$ cat config.mk
export PLATFORM = sky130hd
export DESIGN_NAME = conv_array_address_generator
export DESIGN_NICKNAME = d
export VERILOG_FILES = /design/src/rtl/core/cag_pkg.sv /design/src/rtl/core/cag_fifo.sv /design/src/rtl/core/cag_front.sv /design/src/rtl/core/cag_back.sv /design/src/rtl/core/conv_array_address_generator.sv
export VERILOG_INCLUDE_DIRS = /design/src /design/src/rtl/core
export SDC_FILE = /design/constraint.sdc
export NUM_CORES = 2
export LEC_CHECK = 0
export BUFFER_PORTS_ARGS = -buffer_cell sky130_fd_sc_hd__buf_2
export CORE_MARGIN = 10
export CORE_UTILIZATION = 50
export CTS_BUF_LIST = sky130_fd_sc_hd__clkbuf_8
export CTS_CLUSTER_SIZE = 30
export DETAILED_ROUTE_END_ITERATION = 12
export GPL_TIMING_DRIVEN = 0
export PLACE_DENSITY = 0.63
export SYNTH_ARGS = -nofsm -noshare
export SYNTH_HDL_FRONTEND = slang
export SYNTH_HIERARCHICAL = 1
export SYNTH_SLANG_ARGS = --single-unit
$ cat constraint.sdc
create_clock -name i_clk -period 8.8 [get_ports i_clk]
set_clock_uncertainty 0.2 [all_clocks]
set_input_delay 0.88 -clock i_clk [delete_from_list [all_inputs] [get_ports i_clk]]
set_output_delay 0.88 -clock i_clk [all_outputs]
set_load 0.01 [all_outputs]
$ cat src/rtl/core/conv_array_address_generator_defines.svh
// Assertion macros for the convolution array address generator.
// Used by cag_back under rtl/core. Each module must have i_clk and i_rst_n.
`ifndef CONV_ARRAY_ADDRESS_GENERATOR_DEFINES_SVH
`define CONV_ARRAY_ADDRESS_GENERATOR_DEFINES_SVH

// Same-cycle implication, checked outside reset.
`define CAG_ASSERT_SAME(label, ante, cons) \
    label: assert property (@(posedge i_clk) disable iff (!i_rst_n) (ante) |-> (cons)) \
        else $error("cag assertion failed");

// Next-cycle implication, checked outside reset.
`define CAG_ASSERT_NEXT(label, ante, cons) \
    label: assert property (@(posedge i_clk) disable iff (!i_rst_n) (ante) |=> (cons)) \
        else $error("cag assertion failed");

`endif

$ cat src/rtl/core/cag_pkg.sv
// Shared types and constants for the convolution array address generator.
// No dependencies.
package cag_pkg;

    localparam int          DEF_ROWS         = 16;
    localparam int          DEF_PIPE_DEPTH   = 2;
    localparam logic [31:0] DEF_BASE_ADDRESS = 32'h0;

    localparam int QUEUE_DEPTH = 2;
    localparam int CFG_IDX_W   = 3;
    localparam int CFG_DATA_W  = 40;

    // configuration register indexes
    localparam logic [CFG_IDX_W-1:0] REG_CONV_KERNEL      = 3'd0;
    localparam logic [CFG_IDX_W-1:0] REG_CONTROL_FLAGS    = 3'd1;
    localparam logic [CFG_IDX_W-1:0] REG_FLOW_LOOP_TIMES  = 3'd2;
    localparam logic [CFG_IDX_W-1:0] REG_VERTICAL_STEPS   = 3'd3;
    localparam logic [CFG_IDX_W-1:0] REG_HORIZONTAL_STEPS = 3'd4;
    localparam logic [CFG_IDX_W-1:0] REG_OUTPUT_STEPS     = 3'd5;
    localparam logic [CFG_IDX_W-1:0] REG_OPERAND_BASES    = 3'd6;
    localparam logic [CFG_IDX_W-1:0] REG_RESULT_BASES     = 3'd7;

    // stream flag bits
    localparam int FLAG_ACTIVE = 0;
    localparam int FLAG_DONE   = 1;

    typedef struct packed {
        logic start_req;
        logic write_valid;
        logic write_last;
        logic last_flow;
        logic scheduler_busy;
        logic choose_vertical;
    } t_in_item;

    typedef struct packed {
        logic [31:0] address;
        logic        read_strobe;
        logic        write_strobe;
        logic        read_last;
        logic        write_last_out;
        logic        raw_last;
        logic        register_file_clear;
    } t_out_item;

    typedef struct packed {
        logic [2:0]  conv_kernel;
        logic [4:0]  control_flags;
        logic [15:0] flow_loop_times;
        logic [27:0] vertical_steps;
        logic [27:0] horizontal_steps;
        logic [27:0] output_steps;
        logic [39:0] operand_bases;
        logic [39:0] result_bases;
    } t_cmd;

    typedef struct packed {
        logic        valid;
        logic        write;
        logic        last;
        logic [31:0] addr;
    } t_token;

endpackage

$ cat src/rtl/core/cag_fifo.sv
// Short item queue between the front and back parts.
// Depends on cag_pkg.
module cag_fifo (
    input  logic              i_clk,
    input  logic              i_rst_n,
    input  logic              i_push,
    input  cag_pkg::t_in_item i_data,
    output logic              o_full,
    output logic              o_valid,
    input  logic              i_pop,
    output cag_pkg::t_in_item o_data
);
    import cag_pkg::*;

    localparam int PTR_W = (QUEUE_DEPTH > 1) ? $clog2(QUEUE_DEPTH) : 1;
    localparam int CNT_W = $clog2(QUEUE_DEPTH + 1);

    t_in_item               r_mem [QUEUE_DEPTH];
    logic [PTR_W-1:0]       r_wr_ptr, r_rd_ptr;
    logic [CNT_W-1:0]       r_count;
    logic                   wr_en, rd_en;

    assign o_full  = (r_count == CNT_W'(QUEUE_DEPTH));
    assign o_valid = (r_count != '0);
    assign o_data  = r_mem[r_rd_ptr];
    assign wr_en   = i_push && !o_full;
    assign rd_en   = i_pop && o_valid;

    always_ff @(posedge i_clk) begin
        if (wr_en) begin
            r_mem[r_wr_ptr] <= i_data;
        end
    end

    always_ff @(posedge i_clk) begin
        if (!i_rst_n) begin
            r_wr_ptr <= '0;
            r_rd_ptr <= '0;
            r_count  <= '0;
        end else begin
            if (wr_en) begin
                r_wr_ptr <= (r_wr_ptr == PTR_W'(QUEUE_DEPTH - 1)) ? '0 : r_wr_ptr + 1'b1;
            end
            if (rd_en) begin
                r_rd_ptr <= (r_rd_ptr == PTR_W'(QUEUE_DEPTH - 1)) ? '0 : r_rd_ptr + 1'b1;
            end
            r_count <= r_count + CNT_W'(wr_en) - CNT_W'(rd_en);
        end
    end

endmodule

$ cat src/rtl/core/cag_front.sv
// Front part: configuration registers and input transfer acceptance.
// Depends on cag_pkg; feeds cag_fifo.
module cag_front (
    input  logic                               i_clk,
    input  logic                               i_rst_n,
    input  logic                               push,
    input  cag_pkg::t_in_item                  i_in,
    output logic                               full,
    input  logic                               i_cfg_valid,
    output logic                               o_cfg_ready,
    input  logic [cag_pkg::CFG_IDX_W-1:0]      i_cfg_index,
    input  logic [cag_pkg::CFG_DATA_W-1:0]     i_cfg_data,
    output cag_pkg::t_cmd                      o_cfg,
    input  logic                               i_q_full,
    output logic                               o_q_push,
    output cag_pkg::t_in_item                  o_q_data
);
    import cag_pkg::*;

    t_cmd r_cfg;

    assign o_cfg_ready = 1'b1;
    assign o_cfg       = r_cfg;
    assign full        = i_q_full;
    assign o_q_push    = push && !i_q_full;
    assign o_q_data    = i_in;

    always_ff @(posedge i_clk) begin
        if (!i_rst_n) begin
            r_cfg <= '0;
        end else if (i_cfg_valid) begin
            case (i_cfg_index)
                REG_CONV_KERNEL:      r_cfg.conv_kernel      <= i_cfg_data[2:0];
                REG_CONTROL_FLAGS:    r_cfg.control_flags    <= i_cfg_data[4:0];
                REG_FLOW_LOOP_TIMES:  r_cfg.flow_loop_times  <= i_cfg_data[15:0];
                REG_VERTICAL_STEPS:   r_cfg.vertical_steps   <= i_cfg_data[27:0];
                REG_HORIZONTAL_STEPS: r_cfg.horizontal_steps <= i_cfg_data[27:0];
                REG_OUTPUT_STEPS:     r_cfg.output_steps     <= i_cfg_data[27:0];
                REG_OPERAND_BASES:    r_cfg.operand_bases    <= i_cfg_data[39:0];
                REG_RESULT_BASES:     r_cfg.result_bases     <= i_cfg_data[39:0];
                default:              r_cfg <= r_cfg;
            endcase
        end
    end

endmodule

$ cat src/rtl/core/cag_back.sv
// Back part: counters, token pipeline and result register.
// Depends on cag_pkg and the assertion macro header.
`include "conv_array_address_generator_defines.svh"
module cag_back #(
    parameter int          ROWS         = cag_pkg::DEF_ROWS,
    parameter int          PIPE_DEPTH   = cag_pkg::DEF_PIPE_DEPTH,
    parameter logic [31:0] BASE_ADDRESS = cag_pkg::DEF_BASE_ADDRESS
) (
    input  logic               i_clk,
    input  logic               i_rst_n,
    input  logic               i_q_valid,
    output logic               o_q_pop,
    input  cag_pkg::t_in_item  i_item,
    input  cag_pkg::t_cmd      i_cfg,
    output logic               empty,
    input  logic               pop,
    output cag_pkg::t_out_item o_out
);
    import cag_pkg::*;

    localparam int          ROW_W  = $clog2(ROWS);
    localparam logic [16:0] ROWS17 = 17'(ROWS);
    localparam logic        PH_FETCH = 1'b0;
    localparam logic        PH_EXEC  = 1'b1;

    logic               r_phase;
    t_in_item           r_item;
    t_cmd               r_cmd, n_cmd;
    t_token             r_pipe [PIPE_DEPTH];
    t_token             n_pipe [PIPE_DEPTH];
    logic [15:0]        r_vx, r_vch, r_hx, r_hch, n_vx, n_vch, n_hx, n_hch;
    logic [1:0]         r_vfl, r_hfl, n_vfl, n_hfl;
    logic [ROW_W-1:0]   r_row, n_row;
    logic               r_high, r_out_act, r_bias_act, r_bias_beat;
    logic               n_high, n_out_act, n_bias_act, n_bias_beat;
    logic               r_prev_lf, r_prev_v, r_raw_last, r_reg_clr;
    logic               n_prev_lf, n_prev_v, n_raw_last, n_reg_clr;
    logic               r_out_valid;
    t_out_item          r_out, res;
    logic [13:0]        r_vxr, r_vcr, r_hxr, r_hcr;
    logic [19:0]        r_orow;
    logic               fire, fetch;

    // command fields
    logic [2:0]  kern;
    logic [1:0]  mode;
    logic        sh, st, conv, pw;
    logic [15:0] flt, hch_eff;
    logic [13:0] vxs, vcs, hxs, hcs, olo, ohi, vx14;
    logic        vsel, hsel;
    logic [29:0] vprod, hprod;
    logic [33:0] oprod;
    logic [21:0] orow_p;
    logic [19:0] vsum, hsum, osum, bsum;
    logic [15:0] hoff;
    logic [31:0] vaddr, haddr, oaddr, baddr;

    function automatic logic [15:0] at_least_one(input logic [17:0] v);
        return (v[15:0] == 16'd0) ? 16'd1 : v[15:0];
    endfunction

    always_comb begin
        kern    = r_cmd.conv_kernel;
        mode    = r_cmd.control_flags[1:0];
        sh      = r_cmd.control_flags[2];
        st      = r_cmd.control_flags[3];
        conv    = r_cmd.control_flags[4];
        flt     = r_cmd.flow_loop_times;
        pw      = (kern == 3'd1);
        vxs     = r_cmd.vertical_steps[13:0];
        vcs     = r_cmd.vertical_steps[27:14];
        hxs     = r_cmd.horizontal_steps[13:0];
        hcs     = r_cmd.horizontal_steps[27:14];
        olo     = r_cmd.output_steps[13:0];
        ohi     = r_cmd.output_steps[27:14];
        hch_eff = (pw && sh) ? {1'b0, r_hch[15:1]} : r_hch;
        vx14    = r_vx[13:0] + ((sh && kern < 3'd3 && r_vch[0]) ? 14'd8 : 14'd0);
        orow_p  = 22'(r_row) * 22'(olo);
        // second products, from first products registered in the fetch cycle
        vsel    = (flt == (sh ? 16'd2 : 16'd1));
        hsel    = (vsel || pw) && (mode != 2'd2);
        vprod   = vsel ? (30'(r_vxr) * 30'(vcs))
                       : (30'(vxs) * 30'(r_vcr)) + 30'(r_vxr);
        hprod   = hsel ? (30'(r_hxr) * 30'(hcs))
                       : (30'(hxs) * 30'(r_hcr)) + 30'(r_hxr);
        hoff    = (kern == 3'd0) ? (hch_eff + 16'(r_hxr)) : hprod[15:0];
        oprod   = r_orow * ohi;
        vsum    = r_cmd.operand_bases[19:0] + {vprod[15:0], 4'b0};
        hsum    = r_cmd.operand_bases[39:20] + {hoff, 4'b0};
        osum    = r_cmd.result_bases[19:0] + {oprod[15:0], 4'b0} + (r_high ? 20'd16 : 20'd0);
        bsum    = r_cmd.result_bases[39:20] + (r_bias_beat ? 20'd16 : 20'd0);
        vaddr   = BASE_ADDRESS + {12'b0, vsum};
        haddr   = BASE_ADDRESS + {12'b0, hsum};
        oaddr   = BASE_ADDRESS + {12'b0, osum};
        baddr   = BASE_ADDRESS + {12'b0, bsum};
    end

    // result shows the state before this item's update
    always_comb begin
        res.address             = r_pipe[PIPE_DEPTH-1].addr;
        res.read_strobe         = r_pipe[PIPE_DEPTH-1].valid && !r_pipe[PIPE_DEPTH-1].write;
        res.write_strobe        = r_pipe[PIPE_DEPTH-1].valid && r_pipe[PIPE_DEPTH-1].write;
        res.read_last           = res.read_strobe && r_pipe[PIPE_DEPTH-1].last;
        res.write_last_out      = res.write_strobe && r_pipe[PIPE_DEPTH-1].last;
        res.raw_last            = r_raw_last;
        res.register_file_clear = r_reg_clr;
    end

    // next state for one item
    always_comb begin
        logic [15:0] x, ch, x1, ch1, cc;
        logic [1:0]  fl;
        logic [16:0] xc;
        logic [17:0] hcc;
        logic        last, wrap;

        n_cmd = r_cmd;
        n_vx = r_vx; n_vch = r_vch; n_hx = r_hx; n_hch = r_hch;
        n_vfl = r_vfl; n_hfl = r_hfl;
        n_row = r_row; n_high = r_high; n_out_act = r_out_act;
        n_bias_act = r_bias_act; n_bias_beat = r_bias_beat;
        n_prev_v = r_prev_v;
        n_reg_clr = r_reg_clr;
        n_raw_last = 1'b0;
        n_prev_lf = r_item.last_flow;
        n_pipe[0] = '0;
        for (int i = 1; i < PIPE_DEPTH; i++) begin
            n_pipe[i] = r_pipe[i-1];
        end
        x = '0; ch = '0; x1 = '0; ch1 = '0; cc = '0; fl = '0; xc = '0;
        hcc = '0; last = 1'b0; wrap = 1'b0;

        if (res.write_last_out) begin
            n_reg_clr = 1'b1;
        end
        if (r_item.start_req) begin
            n_cmd = i_cfg;
            n_vx = '0; n_vch = '0; n_hx = '0; n_hch = '0;
            n_vfl = '0; n_hfl = '0;
            n_row = '0; n_high = 1'b0;
            n_bias_act = 1'b0; n_bias_beat = 1'b0;
            n_prev_v = 1'b0; n_reg_clr = 1'b0;
        end
        if (r_item.last_flow && !r_prev_lf && conv) begin
            n_bias_act  = 1'b1;
            n_bias_beat = 1'b0;
        end
        if (r_item.write_valid) begin
            n_out_act = 1'b1;
        end

        if (r_out_act || r_item.write_valid) begin
            n_pipe[0].valid = r_item.write_valid;
            n_pipe[0].write = 1'b1;
            n_pipe[0].last  = r_item.write_last;
            n_pipe[0].addr  = oaddr;
            if (r_item.write_valid) begin
                if (sh && !r_high) begin
                    n_high = 1'b1;
                end else begin
                    n_high = 1'b0;
                    n_row  = (r_row == ROW_W'(ROWS - 1)) ? '0 : r_row + 1'b1;
                end
            end
            if (r_item.write_last) begin
                n_out_act = 1'b0;
            end
        end else if (r_bias_act) begin
            n_pipe[0].valid = 1'b1;
            n_pipe[0].addr  = baddr;
            n_bias_act  = !r_bias_beat;
            n_bias_beat = !r_bias_beat;
        end else if (r_item.scheduler_busy && !r_item.last_flow) begin
            x  = r_item.choose_vertical ? n_vx  : n_hx;
            ch = r_item.choose_vertical ? n_vch : n_hch;
            fl = r_item.choose_vertical ? n_vfl : n_hfl;
            if (r_item.choose_vertical != r_prev_v) begin
                fl[FLAG_DONE] = 1'b0;
            end
            n_prev_v = r_item.choose_vertical;
            if (!fl[FLAG_DONE]) begin
                if (!fl[FLAG_ACTIVE]) begin
                    fl[FLAG_ACTIVE] = 1'b1;
                    x  = '0;
                    ch = '0;
                end
                if (r_item.choose_vertical) begin
                    case (kern)
                        3'd3:    xc = 17'd9;
                        3'd5:    xc = 17'd25;
                        3'd7:    xc = 17'd49;
                        default: xc = ROWS17;
                    endcase
                    cc = at_least_one(18'(sh ? {1'b0, flt[15:1]} : flt));
                end else begin
                    xc = (kern >= 3'd3) ? ((mode == 2'd2) ? 17'd1 : 17'(kern)) : ROWS17;
                    if (mode == 2'd2) begin
                        hcc = st ? (18'({flt, 1'b0} >> sh) + 18'd1)
                                 : (18'(flt >> sh) + 18'd2);
                    end else begin
                        hcc = 18'(flt >> ((sh && kern >= 3'd3) ? 1 : 0));
                    end
                    cc = at_least_one(hcc);
                end
                last = (17'(x) + 17'd1) >= xc;
                x1 = x + 16'd1;
                if (17'(x1) < xc) begin
                    x = x1;
                end else begin
                    x   = '0;
                    ch1 = ch + 16'd1;
                    if (ch1 < cc) begin
                        ch = ch1;
                    end else begin
                        ch   = '0;
                        fl   = 2'b10;
                        wrap = 1'b1;
                    end
                end
                if (!r_item.choose_vertical) begin
                    last = wrap;
                end
                n_pipe[0].valid = 1'b1;
                n_pipe[0].last  = last;
                n_pipe[0].addr  = r_item.choose_vertical ? vaddr : haddr;
                n_raw_last      = last;
            end
            if (r_item.choose_vertical) begin
                n_vx = x; n_vch = ch; n_vfl = fl;
            end else begin
                n_hx = x; n_hch = ch; n_hfl = fl;
            end
        end
    end

    assign fetch   = (r_phase == PH_FETCH) && i_q_valid;
    assign fire    = (r_phase == PH_EXEC) && (!r_out_valid || pop);
    assign o_q_pop = fetch;
    assign empty   = !r_out_valid;
    assign o_out   = r_out;

    always_ff @(posedge i_clk) begin
        if (fetch) begin
            r_item <= i_item;
            r_vxr  <= 14'(vx14 * vxs);
            r_vcr  <= 14'(r_vch[13:0] * vcs);
            r_hxr  <= 14'(r_hx[13:0] * hxs);
            r_hcr  <= 14'(hch_eff[13:0] * hcs);
            r_orow <= orow_p[19:0];
        end
        if (fire) begin
            r_out <= res;
        end
    end

    always_ff @(posedge i_clk) begin
        if (!i_rst_n) begin
            r_phase     <= PH_FETCH;
            r_out_valid <= 1'b0;
            r_cmd       <= '0;
            for (int i = 0; i < PIPE_DEPTH; i++) begin
                r_pipe[i] <= '0;
            end
            r_vx <= '0; r_vch <= '0; r_hx <= '0; r_hch <= '0;
            r_vfl <= '0; r_hfl <= '0; r_row <= '0;
            r_high <= 1'b0; r_out_act <= 1'b0;
            r_bias_act <= 1'b0; r_bias_beat <= 1'b0;
            r_prev_lf <= 1'b0; r_prev_v <= 1'b0;
            r_raw_last <= 1'b0; r_reg_clr <= 1'b1;
        end else begin
            if (fetch) begin
                r_phase <= PH_EXEC;
            end else if (fire) begin
                r_phase <= PH_FETCH;
            end
            if (fire) begin
                r_out_valid <= 1'b1;
            end else if (pop) begin
                r_out_valid <= 1'b0;
            end
            if (fire) begin
                r_cmd <= n_cmd;
                r_pipe <= n_pipe;
                r_vx <= n_vx; r_vch <= n_vch; r_hx <= n_hx; r_hch <= n_hch;
                r_vfl <= n_vfl; r_hfl <= n_hfl; r_row <= n_row;
                r_high <= n_high; r_out_act <= n_out_act;
                r_bias_act <= n_bias_act; r_bias_beat <= n_bias_beat;
                r_prev_lf <= n_prev_lf; r_prev_v <= n_prev_v;
                r_raw_last <= n_raw_last; r_reg_clr <= n_reg_clr;
            end
        end
    end

    `CAG_ASSERT_SAME(a_fire_in_exec, fire, r_phase == PH_EXEC)
    `CAG_ASSERT_NEXT(a_result_kept, r_out_valid && !pop, r_out_valid && $stable(r_out))
    `CAG_ASSERT_SAME(a_vflags_sane, 1'b1, r_vfl != 2'b11)
    `CAG_ASSERT_SAME(a_hflags_sane, 1'b1, r_hfl != 2'b11)

endmodule

$ cat src/rtl/core/conv_array_address_generator.sv
// Channel        | Handshake                   | Payload
// input items    | push / full                 | i_in  (cag_pkg::t_in_item)
// results        | pop / empty                 | o_out (cag_pkg::t_out_item)
// configuration  | i_cfg_valid / o_cfg_ready   | i_cfg_index, i_cfg_data
//
// In the back part each item has a fetch phase, taking it from the queue and
// forming the first address products, then an execute phase, finishing the
// addresses and updating the counters; the next item is fetched only after it.
// Reset (i_rst_n low, synchronous) clears config, counters and queues; the
// register-file-clear flag comes up set. A full result register holds the
// back part; the two-entry queue keeps input transfers going meanwhile.
// Top level: configuration front, item queue and back part.
// Depends on cag_pkg, cag_front, cag_fifo and cag_back.
module conv_array_address_generator #(
    parameter int          ROWS         = cag_pkg::DEF_ROWS,
    parameter int          PIPE_DEPTH   = cag_pkg::DEF_PIPE_DEPTH,
    parameter logic [31:0] BASE_ADDRESS = cag_pkg::DEF_BASE_ADDRESS
) (
    input  logic                           i_clk,
    input  logic                           i_rst_n,
    input  logic                           push,
    input  cag_pkg::t_in_item              i_in,
    output logic                           full,
    output logic                           empty,
    input  logic                           pop,
    output cag_pkg::t_out_item             o_out,
    input  logic                           i_cfg_valid,
    output logic                           o_cfg_ready,
    input  logic [cag_pkg::CFG_IDX_W-1:0]  i_cfg_index,
    input  logic [cag_pkg::CFG_DATA_W-1:0] i_cfg_data
);
    import cag_pkg::*;

    t_cmd     cfg;
    t_in_item q_in, q_out;
    logic     q_push, q_full, q_valid, q_pop;

    // front: register writes and input transfers
    cag_front u_front (
        .i_clk       (i_clk),
        .i_rst_n     (i_rst_n),
        .push        (push),
        .i_in        (i_in),
        .full        (full),
        .i_cfg_valid (i_cfg_valid),
        .o_cfg_ready (o_cfg_ready),
        .i_cfg_index (i_cfg_index),
        .i_cfg_data  (i_cfg_data),
        .o_cfg       (cfg),
        .i_q_full    (q_full),
        .o_q_push    (q_push),
        .o_q_data    (q_in)
    );

    // decouples the two sides
    cag_fifo u_fifo (
        .i_clk   (i_clk),
        .i_rst_n (i_rst_n),
        .i_push  (q_push),
        .i_data  (q_in),
        .o_full  (q_full),
        .o_valid (q_valid),
        .i_pop   (q_pop),
        .o_data  (q_out)
    );

    // back: counters, address math, token pipeline, result register
    cag_back #(
        .ROWS         (ROWS),
        .PIPE_DEPTH   (PIPE_DEPTH),
        .BASE_ADDRESS (BASE_ADDRESS)
    ) u_back (
        .i_clk     (i_clk),
        .i_rst_n   (i_rst_n),
        .i_q_valid (q_valid),
        .o_q_pop   (q_pop),
        .i_item    (q_out),
        .i_cfg     (cfg),
        .empty     (empty),
        .pop       (pop),
        .o_out     (o_out)
    );

endmodule

==> flow_summary.json <==
{
  "cts_tree": "done",
  "cp-start-kind": "flop",
  "placed_area_um2": 64600,
  "coreArea_um2": 123000,
  "synth-seq-area-share_pct": 22.0,
  "die_height_um": 372,
  "maxSlewViolCount": 0,
  "outcome": "complete, no violations",
  "io_buffers": 72,
  "final_cell_mix": "nand2_1, inv_1, fa_1, and2_1, dfxtp_1",
  "ys_types": 93,
  "grt_max_degree": 36,
  "area_delta_synth_final_pct": 7.76,
  "drc_errors": 0,
  "h-tree-depth": 3,
  "min_from": "i_in[1]",
  "synthCells": 7202,
  "hold_viol": 0,
  "drive_gt1_share_pct": 5.24,
  "dieArea_um2": 139000,
  "num_io_pins": 95,
  "final_util_pct": 54.2,
  "fin_crit_ps": 8640,
  "clockRootBuffer": "clkbuf_8",
  "numCtsBuffers": 106,
  "dr.pass1.iters": 6,
  "vias": 50400,
  "synth_area_um2": 62000,
  "synthArstFlopShare_pct": 0,
  "hold_path_end": "u_fifo/r_mem[0][1]",
  "reg2reg_slack_ps": 160,
  "ant_nets": 0,
  "avgSynthCellArea_um2": 8.62,
  "reg2reg_from": "u_back/r_cmd[151]",
  "wl_mm": 201,
  "clkSlewWorstSetupHoldPaths_ps": 60,
  "postCtsHoldBufs": 0,
  "fin_nets": 8630,
  "clock_latency_ps": 790,
  "rows": 129,
  "cts_buffer_depth": 3,
  "grt_pass1_wl_mm": 306,
  "grt_antenna_before_repair": 8,
  "hold_path.class": "input pin to flop",
  "globalplace.congestion": 0.962,
  "vdd_drop_max_mv": 0.157,
  "rr_worst_depth": 25,
  "drt_iter0_markers": 4292,
  "die_w_um": 372,
  "start_util_pct": 50.3,
  "ys_ff_latch": 625,
  "crit-reg2reg-capture": "u_back/n_pipe[16]",
  "max-cap-violations": 0,
  "cp_max_fo": 10,
  "critPathKind": "flop to flop",
  "cellPowerDensity_nw_per_um2": 142,
  "max_freq_ghz": 0.116,
  "clock_sinks": 625,
  "grt.overflow.total": 0,
  "final_common_cell": "nand2_1",
  "slew_headroom_pct": 23.4,
  "layout_worst_path_cycle_share_pct": 98.2,
  "via_per_inst": 5.53,
  "place_ws_ps": -215,
  "final_area_um2": 66900,
  "yosysWarnings": 6,
  "grt_pass1_vias": 51100,
  "end_kind": "flop",
  "rsz0062_at_grt": "yes",
  "wl_per_cell_um": 22.1,
  "fillers": 11700,
  "worstPathArrival_ps": 9090,
  "synth-edff-count": 116,
  "setup_violations": 0,
  "fin_ws_ps": 162,
  "leakagePower_nw": 30.8,
  "hpwl_mm": 158,
  "synth_ff_type": "dfxtp_1",
  "tightest_slew_ps": 1150,
  "cp.required_ps": 9250,
  "min_path_cells": 1,
  "grtUsageTotal_pct": 28.9
}
flip-flops by register name (all words and copies together), names as in the netlist, 14 cells and up, named ones only:
name           count
u_back/r_cmd     110
u_back/r_pipe     23
u_back/r_orow     16
u_back/r_vch      16
u_back/olo        14
u_front/o_cfg    188
u_back/o_out      26
u_back/r_hch      16
u_back/hcs        14
u_back/flt        16
u_back/r_hxr      14
u_back/r_hx       16
u_back/r_vxr      14
u_back/hxs        14
u_back/ohi        14
u_back/r_vcr      14
u_back/n_pipe     23
u_back/r_hcr      14
u_back/r_vx       16
worst max-delay path, stage by stage (launching register included):
cell,delay (ps)
dfxtp_1,300
clkbuf_1,530
clkbuf_1,650
nand2_1,170
fa_1,570
inv_1,40
ha_1,260
ha_1,270
inv_1,40
fa_1,440
fa_1,500
inv_1,50
ha_1,320
a21boi_0,240
o21ai_0,140
and3_1,200
o31ai_1,840
ha_1,460
nand3_1,110
nand2_1,50
a41o_1,230
o41ai_1,440
xor2_1,520
mux2i_1,180
a221oi_1,620
nor2_1,110
layer usage:
metal / GRT usage [%] / up-vias / wire [um]
li1: - / 23200 / -
met1: 37.6 / 24900 / 83600
met2: 47.0 / 1837 / 92200
met3: 4.34 / 447 / 14300
met4: 13.9 / 2 / 11100
met5: 0 / - / 13
timing repair:
action	4_1_cts	5_1_grt
endpoints found under the setup margin	4	13
buffers inserted	0	0
hold endpoints to repair	0	0
gates resized for setup	6	27
pin swaps	0	0
layout make-up:
cell class | instances | area [um2] | area share [%]
timing repair buffer | 76 | 433 | 0.647
antenna | 3 | 7.51 | 0.0112
inverter | 918 | 3450 | 5.15
sequential | 625 | 13700 | 20.4
clock buffer | 135 | 1860 | 2.78
multi-input combinational | 5271 | 43300 | 64.7
clock inverter | 60 | 397 | 0.593
buffer | 396 | 1750 | 2.62
tap | 1637 | 2050 | 3.06
report_power, final:
part | internal (mW) | switching (mW) | total, mW
sequential | 3.29 | 0.451 | 3.74
combinational | 0.795 | 2.14 | 2.93
clock | 1.48 | 1.32 | 2.80
total | 5.56 | 3.90 | 9.46
logic make-up after synthesis:
kind of cell             Yosys count  share of synthesized area, %
flip-flops                       625                          22.0
AO/OA/AOI/OAI                    863                          8.34
AND/OR/NAND/NOR                 2493                          18.4
other                              2                        0.0121
XOR/XNOR                         430                          6.07
multiplexers                     290                          4.74
adder cells (fa/ha/maj)         1182                          32.0
buffers and inverters           1317                          8.35
through the flow:
step           TNS [ps]  std cells  total power [mW]  hold WS, ps
3_3_place_gp       -652       8922              6.64          214
5_1_grt           -86.1       9119              9.83         75.7
6_report              0       9121              9.46          123
4_1_cts               0       9118              9.45         57.6
2_1_floorplan         0       7213              5.23          208
3_5_place_dp       -506       8925              6.66          221
synth_stat cells, types with 23 or more instances:
library cell,number,share of area (%)
xnor2_1,330,4.7
xor2_1,100,1.4
buf_2,26,0.21
o21ai_0,142,1.1
nor3_1,64,0.52
clkbuf_1,320,1.9
and2_1,525,5.3
mux2_2,30,0.54
mux2i_1,260,4.2
a211oi_1,30,0.36
nor2_1,218,1.3
nor2b_1,36,0.36
nand2_1,1424,8.6
inv_1,916,5.5
ha_1,505,10
buf_4,29,0.35
fa_1,677,22
edfxtp_1,116,5.6
and3_1,23,0.23
o21bai_1,34,0.41
a22oi_1,39,0.47
a21o_1,36,0.44
dfxtp_1,509,16
nand3_1,91,0.73
a21oi_1,415,3.3
worst max-delay path by stage:
stage | startpoint | end | slack (ps) | cells after the start
2_1_floorplan | u_back/ohi[4] | u_back/n_pipe[19] | 1790 | 27
3_3_place_gp | u_back/r_cmd[141] | u_back/n_pipe[17] | -240 | 31
3_5_place_dp | u_back/r_cmd[141] | u_back/n_pipe[17] | -210 | 31
4_1_cts | u_back/r_cmd[137] | u_back/n_pipe[16] | 30 | 27
5_1_grt | u_back/r_cmd[151] | u_back/n_pipe[16] | -90 | 26
6_report | u_back/r_cmd[151] | u_back/n_pipe[16] | 160 | 25
No activity file was read; power rests on OpenSTA's default activity.
